### src/rtl/assert_macros.svh
// Assertion macros used by the RTL of the button press classifier.
`ifndef ASSERT_MACROS_SVH
`define ASSERT_MACROS_SVH

// Concurrent check on the rising clock edge, switched off while reset is asserted.
`define ASSERT_CLK(label, prop, msg) \
	label: assert property (@(posedge clk) disable iff (!arst_n) (prop)) else $error(msg);

// Implication check: when the trigger holds, the consequence holds in the same cycle.
`define ASSERT_IMPLIES(label, trig, cons, msg) \
	`ASSERT_CLK(label, (trig) |-> (cons), msg)

// Next-cycle check: when the trigger holds, the consequence holds in the following cycle.
`define ASSERT_NEXT(label, trig, cons, msg) \
	`ASSERT_CLK(label, (trig) |=> (cons), msg)

`endif

### src/rtl/bpc_pkg.sv
// Types and constants of the button press classifier.
package bpc_pkg;

	localparam int TIME_WIDTH_DEFAULT = 32;
	localparam int NOW_W = 32;
	localparam int DEBOUNCE_W = 10;
	localparam int LONG_W = 16;
	localparam int PROG_W = 7;
	localparam int CFG_DATA_W = 16;
	localparam int CFG_INDEX_W = 1;
	// The scaled hold time (below 2^16 times 100) and the shifted divisor.
	localparam int NUM_W = 23;
	localparam int DEN_SH_W = LONG_W + PROG_W - 1;

	localparam logic [DEBOUNCE_W-1:0] DEBOUNCE_RESET = 10'd50;
	localparam logic [LONG_W-1:0] LONG_PRESS_RESET = 16'd1000;
	localparam logic [PROG_W-1:0] PROGRESS_FULL = 7'd100;

	typedef enum logic [1:0] {
		EV_NONE  = 2'd0,
		EV_CLICK = 2'd1,
		EV_LONG  = 2'd2
	} press_event_t;

	typedef enum logic [CFG_INDEX_W-1:0] {
		REG_DEBOUNCE   = 1'b0,
		REG_LONG_PRESS = 1'b1
	} reg_index_t;

	typedef struct packed {
		logic              button_level;
		logic [NOW_W-1:0]  now_ms;
	} sample_t;

	typedef struct packed {
		logic [1:0]        press_event;
		logic [PROG_W-1:0] hold_progress;
	} result_t;

endpackage

### src/rtl/button_press_classifier_unit.sv
// Top level of the button press classifier: debounce, click and long-press detection.
// A sample transfer passes the elapsed-time, evaluation and done states; when the hold
// progress needs it, a scaling state and the compare-subtract divider (7 quotient steps)
// come before done, and done waits while the output register is held. A new sample is
// taken only in the idle state, even while a result waits in the output register.
// Asynchronous reset releases the button, clears press state and output, reloads the times.
`include "assert_macros.svh"

module button_press_classifier_unit #(
	parameter int TIME_WIDTH = bpc_pkg::TIME_WIDTH_DEFAULT
) (
	input  logic                                clk,
	input  logic                                arst_n,
	input  logic                                sample_valid,
	output logic                                sample_stall,
	input  bpc_pkg::sample_t                    sample,
	output logic                                result_valid,
	input  logic                                result_stall,
	output bpc_pkg::result_t                    result,
	input  logic                                wr_en,
	input  logic [bpc_pkg::CFG_INDEX_W-1:0]     wr_index,
	input  logic [bpc_pkg::CFG_DATA_W-1:0]      wr_data
);
	import bpc_pkg::*;

	// One-hot sequencer states.
	typedef enum logic [5:0] {
		ST_IDLE  = 6'b000001,
		ST_ELAP  = 6'b000010,
		ST_EVAL  = 6'b000100,
		ST_SCALE = 6'b001000,
		ST_DIV   = 6'b010000,
		ST_DONE  = 6'b100000
	} state_t;

	state_t                  state_q;

	// Configuration registers.
	logic [DEBOUNCE_W-1:0]   debounce_q;
	logic [LONG_W-1:0]       long_press_q;

	// Button state kept between samples.
	logic                    last_level_q;
	logic [TIME_WIDTH-1:0]   press_start_q;
	logic                    pressing_q;
	logic                    long_reported_q;

	// Working registers of one sample.
	sample_t                 sample_q;
	logic [TIME_WIDTH-1:0]   elapsed_q;
	press_event_t            event_q;
	logic [LONG_W-1:0]       diff_q;
	logic [LONG_W-1:0]       den_q;
	logic [NUM_W-1:0]        rem_q;
	logic [DEN_SH_W-1:0]     div_sh_q;
	logic [2:0]              step_q;
	logic [PROG_W-1:0]       prog_q;

	// Output register.
	logic                    result_valid_q;
	result_t                 result_q;

	// Decision logic of the evaluation step.
	logic [TIME_WIDTH-1:0]   now_tw;
	logic [TIME_WIDTH-1:0]   deb_tw;
	logic [TIME_WIDTH-1:0]   long_tw;
	logic                    press_edge;
	logic [TIME_WIDTH-1:0]   el;
	logic                    pressing_n;
	logic                    long_n;
	press_event_t            event_n;
	logic                    prog_zero;
	logic                    prog_full;

	// Divider step.
	logic                    div_ge;
	logic                    out_free;

	assign now_tw  = TIME_WIDTH'(sample_q.now_ms);
	assign deb_tw  = TIME_WIDTH'(debounce_q);
	assign long_tw = TIME_WIDTH'(long_press_q);

	always_comb begin
		// A falling edge opens a press only once the debounce time has passed.
		press_edge = !sample_q.button_level && last_level_q && (elapsed_q > deb_tw);
		el         = press_edge ? '0 : elapsed_q;
		pressing_n = press_edge ? 1'b1 : pressing_q;
		long_n     = press_edge ? 1'b0 : long_reported_q;
		event_n    = EV_NONE;
		if (!sample_q.button_level && pressing_n && !long_n && (el > long_tw)) begin
			event_n = EV_LONG;
			long_n  = 1'b1;
		end
		if (sample_q.button_level && !last_level_q) begin
			if (pressing_n && !long_n && (el > deb_tw)) begin
				event_n = EV_CLICK;
			end
			pressing_n = 1'b0;
		end
		// Progress is zero outside a live press and below the debounce time, and full
		// once the hold reaches the long-press time or that time is not above debounce.
		prog_zero = !pressing_n || long_n || (el < deb_tw);
		prog_full = (long_press_q <= LONG_W'(debounce_q)) || (el >= long_tw);
	end

	// The remainder always stays below twice the shifted divisor, so one compare and
	// subtract per cycle yields one quotient bit.
	assign div_ge   = rem_q >= NUM_W'(div_sh_q);
	assign out_free = !result_valid_q || !result_stall;

	always_ff @(posedge clk or negedge arst_n) begin
		if (!arst_n) begin
			debounce_q   <= DEBOUNCE_RESET;
			long_press_q <= LONG_PRESS_RESET;
		end else if (wr_en) begin
			unique case (wr_index)
				REG_DEBOUNCE:   debounce_q   <= wr_data[DEBOUNCE_W-1:0];
				REG_LONG_PRESS: long_press_q <= wr_data[LONG_W-1:0];
			endcase
		end
	end

	always_ff @(posedge clk or negedge arst_n) begin
		if (!arst_n) begin
			state_q         <= ST_IDLE;
			last_level_q    <= 1'b1;
			press_start_q   <= '0;
			pressing_q      <= 1'b0;
			long_reported_q <= 1'b0;
			result_valid_q  <= 1'b0;
			step_q          <= '0;
		end else begin
			// In the done state the output register is reloaded instead.
			if (result_valid_q && !result_stall && (state_q != ST_DONE)) begin
				result_valid_q <= 1'b0;
			end
			unique case (state_q)
				ST_IDLE: begin
					if (sample_valid) begin
						sample_q <= sample;
						state_q  <= ST_ELAP;
					end
				end
				ST_ELAP: begin
					// Elapsed time wraps modulo the timestamp width.
					elapsed_q <= now_tw - press_start_q;
					state_q   <= ST_EVAL;
				end
				ST_EVAL: begin
					if (press_edge) begin
						press_start_q <= now_tw;
					end
					pressing_q      <= pressing_n;
					long_reported_q <= long_n;
					last_level_q    <= sample_q.button_level;
					event_q         <= event_n;
					// Below the long-press time the hold fits in the long-press width.
					diff_q          <= el[LONG_W-1:0] - LONG_W'(debounce_q);
					den_q           <= long_press_q - LONG_W'(debounce_q);
					if (prog_zero) begin
						prog_q  <= '0;
						state_q <= ST_DONE;
					end else if (prog_full) begin
						prog_q  <= PROGRESS_FULL;
						state_q <= ST_DONE;
					end else begin
						state_q <= ST_SCALE;
					end
				end
				ST_SCALE: begin
					// Times 100 as 64 + 32 + 4.
					rem_q    <= (NUM_W'(diff_q) << 6) + (NUM_W'(diff_q) << 5)
						+ (NUM_W'(diff_q) << 2);
					div_sh_q <= {den_q, {(PROG_W-1){1'b0}}};
					step_q   <= 3'(PROG_W - 1);
					prog_q   <= '0;
					state_q  <= ST_DIV;
				end
				ST_DIV: begin
					if (div_ge) begin
						rem_q <= rem_q - NUM_W'(div_sh_q);
					end
					prog_q   <= {prog_q[PROG_W-2:0], div_ge};
					div_sh_q <= div_sh_q >> 1;
					step_q   <= step_q - 3'd1;
					if (step_q == '0) begin
						state_q <= ST_DONE;
					end
				end
				ST_DONE: begin
					if (out_free) begin
						result_q.press_event   <= event_q;
						result_q.hold_progress <= prog_q;
						result_valid_q         <= 1'b1;
						state_q                <= ST_IDLE;
					end
				end
				default: begin
					state_q <= ST_IDLE;
				end
			endcase
		end
	end

	assign sample_stall = (state_q != ST_IDLE);
	assign result_valid = result_valid_q;
	assign result       = result_q;

	// Progress never exceeds a full hold.
	`ASSERT_IMPLIES(a_progress_range, result_valid, result.hold_progress <= PROGRESS_FULL,
		"hold progress above full")
	// A click ends the press and a long press closes it, so any event reports zero progress.
	`ASSERT_IMPLIES(a_event_zero_progress, result_valid && (result.press_event != EV_NONE),
		result.hold_progress == '0, "event reported with nonzero progress")
	// Restoring division invariant: the partial remainder stays below twice the divisor.
	`ASSERT_IMPLIES(a_div_remainder, state_q == ST_DIV, rem_q < {div_sh_q, 1'b0},
		"divider remainder out of range")
	// A sample transfer always starts the elapsed-time step.
	`ASSERT_NEXT(a_accept_starts, sample_valid && !sample_stall, state_q == ST_ELAP,
		"sample transfer did not start the sequencer")

endmodule

### config.mk
export PLATFORM = sky130hd
export DESIGN_NAME = button_press_classifier_unit
export DESIGN_NICKNAME = d
export VERILOG_FILES = /design/src/rtl/bpc_pkg.sv /design/src/rtl/button_press_classifier_unit.sv
export VERILOG_INCLUDE_DIRS = /design/src /design/src/rtl
export SDC_FILE = /design/constraint.sdc
export NUM_CORES = 1
export LEC_CHECK = 0
export ABC_AREA = 1
export BUFFER_PORTS_ARGS = -buffer_cell sky130_fd_sc_hd__buf_4
export CAP_MARGIN = 25
export CORE_ASPECT_RATIO = 0.6
export CORE_MARGIN = 2
export CORE_UTILIZATION = 60
export CTS_CLUSTER_SIZE = 24
export DETAILED_ROUTE_END_ITERATION = 8
export PLACE_DENSITY_LB_ADDON = 0.1
export RECOVER_POWER = 100
export SLEW_MARGIN = 20
export SYNTH_ARGS = -nofsm -noshare
export SYNTH_HDL_FRONTEND = slang
export SYNTH_SLANG_ARGS = --single-unit
export TNS_END_PERCENT = 1
### constraint.sdc
create_clock -name clk -period 4.6 [get_ports clk]
set_input_delay 0 -clock clk [delete_from_list [all_inputs] [get_ports clk]]
set_output_delay 0 -clock clk [all_outputs]
set_load 0.05 [all_outputs]
==> PnR_summary.wiki, run 1 <==
{| class="wikitable"
! Metric !! Value
|-
| Sum of net half-perimeters after detailed placement || 24.1 mm
|-
| Outcome || finished with violations
|-
| Rows || 43
|-
| Detailed router's first-iteration violation count || between 900 and 1k
|-
| Netlist area before placement || about 0.014 mm²
|-
| Synth warn || 0
|-
| Total detailed-routing wirelength || between 30 and 40 mm
|-
| Number of ports placed on the die boundary || 66
|-
| Final period util || 0.904
|-
| Cell type with the highest aggregate area in the netlist || edfxtp_1
|-
| Average footprint of a synthesized cell || 9.42 µm²
|-
| Worst slew slack as a fraction of its limit || -0.767
|-
| Top cells by count, synth || 232 x inv_1, 228 x nand2_1, 160 x edfxtp_1, 142 x a21oi_1, 126 x nor2_1
|-
| Power density normalized to cell area || ~480 mW/mm²
|-
| Final critical path time including I/O delays and setup || about 4.2 ns
|-
| Endpoints failing setup || 0
|-
| Total die area || ~0.024 mm²
|-
| Number of buffers added by the clock tree synthesis step || 23
|-
| Number of enable flip-flop cells after synthesis || 160
|-
| Series of cell instances along the critical path || inv_1, ha_1, nand2_1, nand2_1, nand2_1, nand2_1, nand3_1, nand3_2, nand3_4, nand2_1, inv_1, ha_1, inv_1, nor2_1, o21ai_2, nand2_1, a21oi_1, o21ai_0, a21oi_1, o21ai_0, xor2_1
|-
| Worst-path cell with the longest stage delay || dfstp_2
|-
| Post-place setup slack || 0.280 ns
|-
| Worst supply voltage drop on vdd || 0.494 mV
|-
| Combined global-route utilization of all metal layers || 0.273
|-
| Number of vias per cell after detailed routing || 5.45
|-
| Delay of the slowest cell on the worst path || between 0.5 and 0.6 ns
|-
| Worst-case clock buffer depth || 3
|-
| Most frequent cell after synthesis || inv_1
|-
| Max Freq || about 240 MHz
|-
| Data required, critical path || 4.89 ns
|-
| Wire length of the first global-routing pass || about 52 mm
|-
| Clk_lat worst skew || 0.55 ns
|-
| Global-route congestion overflow total || 0
|-
| Yosys cell types || between 50 and 60
|-
| Area of the core || 0.0229 mm²
|-
| Syn Inst Count || between 1k and 1.5k
|-
| Nature of the critical path endpoint || flop
|-
| Clock Tree Root || clkbuf_16
|-
| Number of synthesized register bits || between 200 and 250
|-
| Vias post-DR || between 10k and 15k
|-
| Post-CTS Setup Bufs || 0
|-
| Die Wd || ~200 µm
|-
| Number of antenna violations at the first check in global routing || 0
|-
| Worst-path clk slew || ~0.070 ns
|-
| Classification of the worst-slack hold path || in2reg
|-
| H-tree Lvls || 1
|-
| Transition time at the pin with the least slew margin || 2.65 ns
|-
| Average wire per cell in the routed design || ~17 µm
|-
| GRT met1 Usage || 0.434
|-
| Router iterations before antenna repair || 5
|-
| Global-route met3 utilization || 0.0637
|-
| Synthesis-to-layout area growth || 14.4%
|-
| Remaining routing DRC violations || 0
|-
| Maximum number of pins on one net before global-route repair || 66
|-
| Count of port buffers added during placement || 65
|-
| Sequential cell area fraction in the yosys report || 0.476
|-
| Unrepaired setup endpoints after global routing || false
|-
| Final Wtd Congestion || 0.975
|-
| CP Max Fanout || 22
|-
| Antenna-violating nets left || 0
|-
| Worst Setup Slack, final || roughly 0.44 ns
|-
| Number of hold violations in the final report || 0
|-
| Share of cells above drive strength 1 || 0.0801
|-
| TritonCTS clock tree || yes
|-
| Num Clock Sinks || approximately 230
|-
| Startpoint-to-endpoint class of the critical path || reg2reg
|-
| Vertical extent of the die || around 120 µm
|-
| Prevailing post-synth register cell || edfxtp_1
|-
| Most repeated library cell on the critical path || nand2_1
|-
| Clk_skew || 0.0215 ns
|-
| Violated checks || max-capacitance violations, max-slew violations
|-
| NumNets Final || 1,796
|-
| Via count of the first global-routing pass || 9,879
|-
| Initial standard-cell utilization of the core || 0.605
|-
| Post-synth top area share || 0.346
|-
| Most Used Layer, Global Route || met1
|-
| Number of max-cap violations || 6
|-
| Final Max Slew Viols || 238
|-
| Post-route setup TNS || 0 ns
|-
| Met2 demand-to-capacity share in global routing || 0.385
|-
| LEAKAGE || 0.00712 µW
|-
| Critical Path Start Type || flop
|-
| Worst endpoint data arrival time || around 4.5 ns
|-
| Dominant cells by area after synthesis || edfxtp_1 35%, dfrtp_1 11%, ha_1 11%
|-
| Antenna Cells || 0
|-
| Net count of the mapped netlist || about 1.7k
|-
| Fraction of registers with async set/reset || 0.307
|}
-- worst paths after layout --
check,from,to,slack [ns],cells past startpoint
max in group asynchronous,arst_n,debounce_q[7]$_DFFE_PN0P_,1.36,4
min in group asynchronous,arst_n,state_q[0]$_DFFE_PN1P_,0.69,3
min reg2reg,prog_q[6]$_DFFE_PP_,result[6]$_DFFE_PP_,0.44,0
max reg2reg,debounce_q[1]$_DFFE_PN1P_,diff_q[9]$_DFFE_PP_,0.44,21
max,debounce_q[1]$_DFFE_PN1P_,diff_q[9]$_DFFE_PP_,0.44,21
min,wr_en,long_press_q[3]$_DFFE_PN1P_,0.16,4
-- area by class of cell --
class,count,area [µm²]
fillers,1802,7050
flip-flops and latches,231,6600
multi-input cells,984,6240
repair buffers,131,1030
inverters,234,878
clock buffers,33,643
well taps,315,394
clock inverters,9,86.3
-- metrics by stage --
step | total power, µW | hold slack, ns | cell area, µm² | utilization | std cells
6_report | 7570 | 0.164 | 15900 | 0.692 | 1937
5_1_grt | 8090 | 0.181 | 15900 | 0.692 | 1937
4_1_cts | 7670 | 0.143 | 16000 | 0.700 | 1937
3_3_place_gp | 5680 | -0.0454 | 14800 | 0.644 | 1841
3_5_place_dp | 5740 | -0.0513 | 14800 | 0.644 | 1841
2_1_floorplan | 5050 | -0.296 | 13900 | - | 1473
-- layer usage --
| layer | vias to the layer above | wire (µm) |
|---|---|---|
| met1 | 4969 | 16700 |
| li1 | 5236 | - |
| met4 | 0 | 391 |
| met3 | 32 | 2580 |
| met2 | 313 | 12900 |
| met5 | - | 0 |
-- cell families (layout without fill, tap and decap cells) --
logic type | after synthesis | count (layout) | share of synthesized area
AOI/OAI and AO/OA | 310 | 310 | 0.129
xor gates and xnor gates | 74 | 74 | 0.0467
adders and majority gates | 136 | 136 | 0.132
buffers and inverters | 258 | 407 | 0.0709
DFF | 231 | 231 | 0.476
muxes | 2 | 2 | 0.00153
and+or+nand+nor | 462 | 462 | 0.144
-- flip-flops by register name, summed over array words and instances (netlist names) --
name / count
result: 9
long_reported_q: 1
elapsed_q: 32
div_sh_q: 22
press_start_q: 32
rem_q: 23
result_valid: 1
last_level_q: 1
now_tw: 32
long_press_q: 16
state_q: 6
sample_q: 1
den_q: 16
debounce_q: 10
diff_q: 16
step_q: 3
prog_q: 7
pressing_q: 1
event_q: 2
-- power by group --
group	switching (µW)	internal [µW]
sequential	140	2740
combinational	1770	1060
clock	824	1040
-- repair_timing --
item,4_1_cts,5_1_grt
endpoints found under the setup margin,0,7
hold endpoints to repair,116,0
gates resized for setup,0,1
hold buffers,54,0
-- cell usage in the layout, fill, tap and decap left out, drive strengths merged, types with 2 or more instances in the layout --
master       Yosys  final
a22oi            2      2
a221oi           2      2
dfstp           11     11
nor3            18     18
o21ai          104    104
a211oi           3      3
or2              2      2
xor2            51     51
buf              4     22
edfxtp         160    160
o211ai           2      2
fa              17     17
nand3           31     31
dfrtp           60     60
inv            234    233
o31ai            5      5
o221ai           3      3
nand2          240    240
a21oi          147    147
a21o             4      4
nor4             5      5
a21boi           7      7
o21bai          11     11
clkbuf          20     89
ha             119    119
nor2           131    131
nand3b           4      4
o2111ai          2      2
nand4           29     29
xnor2           23     23
o21a             7      7
clkinv           0      8
dlygate4sd3      0     53
a31oi            7      7
-- worst max-delay path, delay by kind of cell, from the launching register on --
kind	cells	cell delay, ns
buf+inv	3	0.25
compound gates	5	1.19
xor+xnor	1	0.11
fa+ha+maj	2	0.59
flops	1	0.59
simple gates	10	1.17
Power figures use the tool's default switching activity.
==> inputs of run 2 (changes only) <==
ABC_AREA = unset   (was 1)
PLACE_DENSITY = 0.9   (was unset)
PLACE_DENSITY_LB_ADDON = unset   (was 0.1)
==> PnR_summary.wiki, run 2 <==
{| class="wikitable"
! Metric !! Value
|-
| Outcome || finished with violations
|-
| Violated checks || max-capacitance violations, max-slew violations, negative setup slack
|-
| Clock Tree Root || clkbuf_16
|-
| Post-route setup TNS || -0.192 ns (-0.192 ns)
|-
| Number of buffers added by the clock tree synthesis step || 22 (-4.3%)
|-
| Number of enable flip-flop cells after synthesis || 160 (unchanged)
|-
| Netlist area before placement || 0.0137 mm² (-1.0%)
|-
| Number of max-cap violations || 3 (-3)
|-
| Number of synthesized register bits || 231 (unchanged)
|-
| Most common cell after layout, fill and taps aside || edfxtp_1
|-
| Worst supply voltage drop on vdd || 0.309 mV (-37%)
|-
| Count of port buffers added during placement || 65 (unchanged)
|-
| Final Wtd Congestion || 0.969 (-0.65%)
|-
| Synthesis-to-layout area growth || 17.6%
|-
| Total die area || 0.0241 mm² (-1.0%)
|-
| Num Clock Sinks || 231 (unchanged)
|-
| Endpoints failing setup || 3 (+3)
|-
| TritonCTS clock tree || yes
|-
| Nature of the critical path endpoint || flop
|-
| Number of ports placed on the die boundary || 66 (unchanged)
|-
| Final cell count without fillers || 1,770 (-8.6%)
|-
| Via count of the first global-routing pass || 10.1k (+2.6%)
|-
| Final critical path time including I/O delays and setup || 4.67 ns (+0.509 ns)
|-
| Prevailing post-synth register cell || edfxtp_1
|-
| Most frequent cell after synthesis || edfxtp_1
|-
| Number of hold violations in the final report || 0 (unchanged)
|-
| Vias post-DR || 10.6k (+0.60%)
|-
| Post-synth top area share || 0.350 (+0.00360)
|-
| Area of the core || 0.0222 mm² (-3.0%)
|-
| Wire length of the first global-routing pass || 53.9 mm (+2.9%)
|-
| Antenna-violating nets left || 0 (unchanged)
|-
| Data required, critical path || 4.98 ns (+0.09 ns)
|-
| H-tree Lvls || 1 (unchanged)
|-
| Final period util || 1.02 (+0.111)
|-
| Initial standard-cell utilization of the core || 0.617 (+0.0124)
|-
| Clk_skew || 0.00793 ns (-0.0136 ns)
|-
| Antenna Cells || 0 (unchanged)
|-
| Worst slew slack as a fraction of its limit || -0.748 (+0.0192)
|-
| Power density normalized to cell area || 423 mW/mm² (-11%)
|-
| Share of cells above drive strength 1 || 0.136 (+0.0560)
|-
| Top cells by count, synth || 160 x edfxtp_1, 120 x inv_1, 119 x ha_1, 115 x nand2_1, 90 x a21oi_1
|-
| Number of antenna violations at the first check in global routing || 1 (+1)
|-
| Worst-case clock buffer depth || 3 (unchanged)
|-
| Router iterations before antenna repair || 6 (+1)
|-
| Synth warn || 0 (unchanged)
|-
| Final Max Slew Viols || 131 (-45%)
|-
| Syn Inst Count || 1,279 (-13%)
|-
| Sequential cell area fraction in the yosys report || 0.480 (+0.00494)
|-
| LEAKAGE || 0.00672 µW (-5.6%)
|-
| DP Cell Count || 1,652 (-10%)
|-
| Average footprint of a synthesized cell || 10.7 µm² (+14%)
|-
| Die Wd || 199 µm (-0.50%)
|-
| Max Freq || 214 MHz (-11%)
|-
| Commonest cells after routing, fill and taps aside || 160 x edfxtp_1, 118 x ha_1, 117 x inv_1
|-
| Maximum number of pins on one net before global-route repair || 64 (-3.0%)
|-
| Critical Path Start Type || flop
|-
| Combined global-route utilization of all metal layers || 0.288 (+0.0148)
|-
| Cell area reported after detailed placement || 0.0147 mm² (-0.49%)
|-
| Worst Setup Slack, final || -0.0690 ns (-0.509 ns)
|-
| Cell type with the highest aggregate area in the netlist || edfxtp_1
|-
| Fraction of registers with async set/reset || 0.307 (unchanged)
|-
| Global-route congestion overflow total || 0 (unchanged)
|-
| Net count of the mapped netlist || 1,470 (-12%)
|-
| Dominant cells by area after synthesis || edfxtp_1 35%, dfrtp_1 11%, ha_1 11%
|-
| Clk_lat worst skew || 0.52 ns (-0.03 ns)
|-
| Remaining routing DRC violations || 0 (unchanged)
|-
| Number of vias per cell after detailed routing || 6.00 (+10%)
|-
| Vertical extent of the die || 121 µm (-0.50%)
|-
| Average wire per cell in the routed design || 19.6 µm (+16%)
|-
| Startpoint-to-endpoint class of the critical path || reg2reg
|-
| Yosys cell types || 70 (+19%)
|-
| Final Cell Area || 0.0161 mm² (+1.7%)
|-
| Worst-path clk slew || 0.07 ns (about the same)
|-
| Sum of net half-perimeters after detailed placement || 24.1 mm (-0.24%)
|-
| Total detailed-routing wirelength || 34.6 mm (+6.1%)
|-
| Rows || 42 (-2.3%)
|-
| Transition time at the pin with the least slew margin || 2.62 ns (-0.0287 ns)
|-
| NumNets Final || 1,637 (-8.9%)
|-
| Detailed router's first-iteration violation count || 1,275 (+31%)
|-
| CP Max Fanout || 11 (-50%)
|-
| Worst endpoint data arrival time || 5.05 ns (+0.60 ns)
|-
| Classification of the worst-slack hold path || in2reg
|}
## run 2: what timing repair did
item | 4_1_cts | 5_1_grt
resized for setup | 1 | 13
hold buffers | 70 | 0
pin swaps | 0 | 9
buffers inserted | 0 | 8
endpoints found under the hold margin | 124 | 0
endpoints found under the setup margin | 7 | 18
## run 2: per-layer routing
| metal | GRT usage | vias to the layer above | wire length [µm] |
|---|---|---|---|
| met1 | 0.431 | 5088 | 15400 |
| met2 | 0.430 | 555 | 15100 |
| li1 | - | 4902 | - |
| met3 | 0.0686 | 68 | 3530 |
| met4 | 0.0550 | 0 | 586 |
| met5 | 0 | - | 0 |
## run 2: power breakdown
| group | switching (µW) | total [µW] | internal [µW] | leakage (µW) |
|---|---|---|---|---|
| registers | 151 | 2720 | 2570 | 0.00239 |
| clock network | 793 | 1880 | 1090 | 0.000350 |
| logic | 1280 | 2220 | 945 | 0.00398 |
| total | 2220 | 6820 | 4600 | 0.00672 |
## run 2: per-stage QoR
stage                      util  hold slack (ns)  total power [µW]  setup WS (ns)
after global placement    0.660          -0.0994              4700          0.139
after CTS                 0.725          0.00667              6730         0.0211
final                     0.726            0.220              6820        -0.0690
after detailed placement  0.660          -0.0957              4800         0.0233
after floorplan               -           -0.296              4200          0.274
after global routing      0.726            0.219              7130         -0.149
## run 2: critical path: stages (launching register included)
cell      delay [ns]
dfstp_2         0.51
inv_1           0.08
ha_1            0.29
nand4_1         0.12
o21bai_1        0.21
o31ai_2         0.13
a211oi_2        0.31
nor2_1          0.11
buf_4           0.19
buf_4           0.18
and2_1          0.20
ha_1            0.29
nand4_1         0.20
nor3_2          0.25
nand3_1         0.14
nor2_2          0.15
nand2_1         0.08
mux2i_2         0.22
and4b_4         0.25
or4_4           0.53
nand2_1         0.08
## run 2: final timing paths
kind,from,endpoint,slack [ns],cells after the start
max,debounce_q[4]$_DFFE_PN1P_,prog_q[6]$_DFFE_PP_,-0.07,20
min,sample[17],now_tw[17]$_DFFE_PP_,0.22,2
max reg2reg,debounce_q[4]$_DFFE_PN1P_,prog_q[6]$_DFFE_PP_,-0.07,20
min reg2reg,prog_q[6]$_DFFE_PP_,result[6]$_DFFE_PP_,0.45,0
max in group asynchronous,arst_n,state_q[5]$_DFFE_PN0P_,3.08,3
min in group asynchronous,arst_n,state_q[0]$_DFFE_PN1P_,0.41,2
## run 2: cell families after synthesis
family | synth area share
buffers and inverters | 0.0402
AND/OR/NAND/NOR | 0.128
multiplexers | 0.0401
adder cells (fa/ha/maj) | 0.135
flip-flops | 0.480
XOR/XNOR | 0.0523
AO/OA/AOI/OAI | 0.124
## run 2: cell type report
type	instances	area (µm²)
clock inverter	9	119
timing repair buffer	166	1350
fill	1473	6080
inverter	121	454
clock buffer	31	606
tap	308	385
sequential	231	6600
multi-input combinational	904	6630
==> inputs of run 3 (changes only) <==
CORE_UTILIZATION = 62   (was 60)
PLACE_DENSITY = 0.92   (was 0.9)
==> PnR_summary.wiki, run 3 (same netlist as run 2, synthesis figures left out) <==
{| class="wikitable"
! Metric !! Value
|-
| Average wire per cell in the routed design || 19.9 µm (+1.6%)
|-
| Antenna-violating nets left || 0 (unchanged)
|-
| Post-route setup TNS || 0 ns (+0.192 ns)
|-
| Sum of net half-perimeters after detailed placement || 23.6 mm (-1.8%)
|-
| Internal power || 4610 µW (about the same)
|-
| Outcome || finished with violations
|-
| Critical Path Start Type || flop
|-
| Area of the core || 0.0219 mm² (-1.7%)
|-
| Final Cell Area || 0.0161 mm² (-0.25%)
|-
| Worst-path cell with the longest stage delay || or4_4
|-
| Power density normalized to cell area || 427 mW/mm² (+1.0%)
|-
| Clk_lat worst skew || 0.53 ns (about the same)
|-
| Final Max Slew Viols || 156 (+19%)
|-
| Vias post-DR || 10.7k (+0.92%)
|-
| NumNets Final || 1,631 (-0.37%)
|-
| Share of cells above drive strength 1 || 0.135 (-0.00159)
|-
| Synthesis-to-layout area growth || 17.3%
|-
| Num Clock Sinks || 231 (unchanged)
|-
| Post-place setup slack || 0.0398 ns (+0.0166 ns)
|-
| Net switching power || 2270 µW (+2.3%)
|-
| Register-to-register setup slack || 0.009 ns (+0.08 ns)
|-
| Rows || 42 (unchanged)
|-
| Remaining routing DRC violations || 0 (unchanged)
|-
| Vertical extent of the die || 119 µm (-1.6%)
|-
| Delay of the slowest cell on the worst path || 0.53 ns (about the same)
|-
| Final Wtd Congestion || 0.981 (+1.2%)
|-
| Final cell count without fillers || 1,743 (-1.5%)
|-
| Startpoint-to-endpoint class of the critical path || reg2reg
|-
| Switching part of the total || 0.330 (+0.00488)
|-
| DP Cell Count || 1,629 (-1.4%)
|-
| Router iterations before antenna repair || 6 (unchanged)
|-
| Setup crit end || prog_q[2]$_DFFE_PP_
|-
| Initial standard-cell utilization of the core || 0.628 (+0.0104)
|-
| Worst supply voltage drop on vdd || 0.392 mV (+27%)
|-
| Most common cell after layout, fill and taps aside || edfxtp_1
|-
| Combined global-route utilization of all metal layers || 0.294 (+0.00623)
|-
| Classification of the worst-slack hold path || in2reg
|-
| Cell area reported after detailed placement || 0.0146 mm² (-0.24%)
|-
| Met3 Routed Length || 3.55 mm (+0.54%)
|-
| Total detailed-routing wirelength || 34.6 mm (about the same)
|-
| Number of buffers added by the clock tree synthesis step || 23 (+4.5%)
|-
| Maximum number of pins on one net before global-route repair || 64 (unchanged)
|-
| Via count of the first global-routing pass || 10.3k (+1.9%)
|-
| Transition time at the pin with the least slew margin || 2.63 ns (+0.00962 ns)
|-
| Final critical path time including I/O delays and setup || 4.59 ns (-0.0779 ns)
|-
| Total die area || 0.0234 mm² (-3.1%)
|-
| Worst-case clock buffer depth || 3 (unchanged)
|-
| Nature of the critical path endpoint || flop
|-
| End of the worst register-to-register path || prog_q[2]$_DFFE_PP_
|-
| Max Freq || 218 MHz (+1.7%)
|-
| Metal-1 WL || 14.6 mm (-5.0%)
|-
| CP Max Fanout || 13 (+2)
|-
| Detailed router's first-iteration violation count || 1,162 (-8.9%)
|-
| Wire length of the first global-routing pass || 54.2 mm (+0.45%)
|-
| Commonest cells after routing, fill and taps aside || 160 x edfxtp_1, 119 x inv_1, 117 x ha_1
|-
| Final period util || 0.998 (-0.0169)
|-
| H-tree Lvls || 1 (unchanged)
|-
| Number of hold violations in the final report || 0 (unchanged)
|-
| TritonCTS clock tree || yes
|-
| Comb pwr share || 0.328 (+0.002)
|-
| Global-route congestion overflow total || 0 (unchanged)
|-
| Clock Tree Root || clkbuf_16
|-
| Worst slew slack as a fraction of its limit || -0.754 (-0.00641)
|-
| Die Wd || 196 µm (-1.6%)
|-
| Worst-path clk slew || 0.06 ns (about the same)
|-
| LEAKAGE || 0.00671 µW (-0.15%)
|-
| Antenna Cells || 0 (unchanged)
|-
| Count of port buffers added during placement || 65 (unchanged)
|-
| Data required, critical path || 5.00 ns (+0.02 ns)
|-
| Met2 wire length || 15.7 mm (+3.8%)
|-
| Clk_skew || 0.0241 ns (+0.0162 ns)
|-
| Violated checks || max-capacitance violations, max-slew violations
|-
| Beginning of the worst register-to-register path || debounce_q[4]$_DFFE_PN1P_
|-
| Worst endpoint data arrival time || 4.99 ns (-0.06 ns)
|-
| Worst setup path startpoint || debounce_q[4]$_DFFE_PN1P_
|-
| Clock network fraction of total power || 0.277 (about the same)
|-
| Hold_sp || wr_index
|-
| Max Used Layer || met4
|-
| Number of cells on the worst reg-to-reg path || 20 (unchanged)
|-
| Number of antenna violations at the first check in global routing || 0 (-1)
|-
| Series of cell instances along the critical path || inv_1, ha_1, nand4_1, o21bai_1, o31ai_2, a211oi_2, nor2_2, buf_4, buf_4, and2_1, ha_1, nand4_1, nor3_2, nand3_1, nor2_2, nand2_1, mux2i_2, and4b_4, or4_4, nand2_1
|-
| Fraction of power consumed by sequential logic || 0.395 (-0.004)
|-
| Number of max-cap violations || 4 (+1)
|-
| Number of vias per cell after detailed routing || 6.15 (+2.5%)
|-
| Endpoints failing setup || 0 (-3)
|-
| Worst Setup Slack, final || 0.00882 ns (+0.0779 ns)
|-
| Number of ports placed on the die boundary || 66 (unchanged)
|}
run 3: changes by cell type in the layout (fill, tap and decap cells not counted), moves of 3 or more:
cell / change
clkbuf_4: +3
buf_4: -13
dfstp_1: +6
dfstp_2: -6
clkinv_2: +5
run 3: power groups by stage:
| stage | logic, µW | registers (µW) | clock network [µW] |
|---|---|---|---|
| after floorplan | 1510 | 2690 | 0 |
| after global placement | 1950 | 2730 | 0 |
| final | 2260 | 2720 | 1900 |
| after CTS | 2130 | 2710 | 1900 |
| after global routing | 2450 | 2730 | 1990 |
| after detailed placement | 2040 | 2750 | 0 |
run 3: critical path: cells and delay by family (launching register included):
kind | cells | cell delay (ns)
compound gates | 3 | 0.74
buf+inv | 3 | 0.45
mux | 1 | 0.20
fa+ha+maj | 2 | 0.58
simple gates | 11 | 1.95
flops | 1 | 0.52
run 3: cell type report:
cell class	instances	area [µm²]
clock inverters	11	106
flip-flops and latches	231	6600
well taps	286	358
clock buffers	31	637
repair buffers	159	1290
inverters	121	454
fillers	1430	5760
multi-input cells	904	6660
run 3: how the worst min path moves through the flow:
stage,endpoint,cells after the start
after floorplan,debounce_q[0]$_DFFE_PN0P_,0
final,debounce_q[4]$_DFFE_PN1P_,4
after global placement,press_start_q[13]$_DFFE_PN0P_,1
after global routing,debounce_q[4]$_DFFE_PN1P_,4
after detailed placement,press_start_q[13]$_DFFE_PN0P_,1
after CTS,debounce_q[4]$_DFFE_PN1P_,4
run 3: through the flow:
step | total power, µW | hold WS (ns) | utilization
after floorplan | 4200 | -0.296 | -
after global placement | 4680 | -0.0221 | 0.670
after detailed placement | 4790 | -0.00877 | 0.670
after CTS | 6740 | 0.0234 | 0.736
after global routing | 7170 | 0.0626 | 0.737
final | 6880 | 0.0457 | 0.737
run 3: layer usage:
layer,track usage,up-vias
li1,-,4897
met1,0.421,5140
met2,0.465,590
met3,0.0626,84
met4,0.0653,0
met5,0,-
run 3: timing repair:
action,CTS,global route
setup endpoints to repair,0,16
endpoints found under the hold margin,93,0
hold buffers,70,0
buffers inserted,0,2
resized for setup,0,20
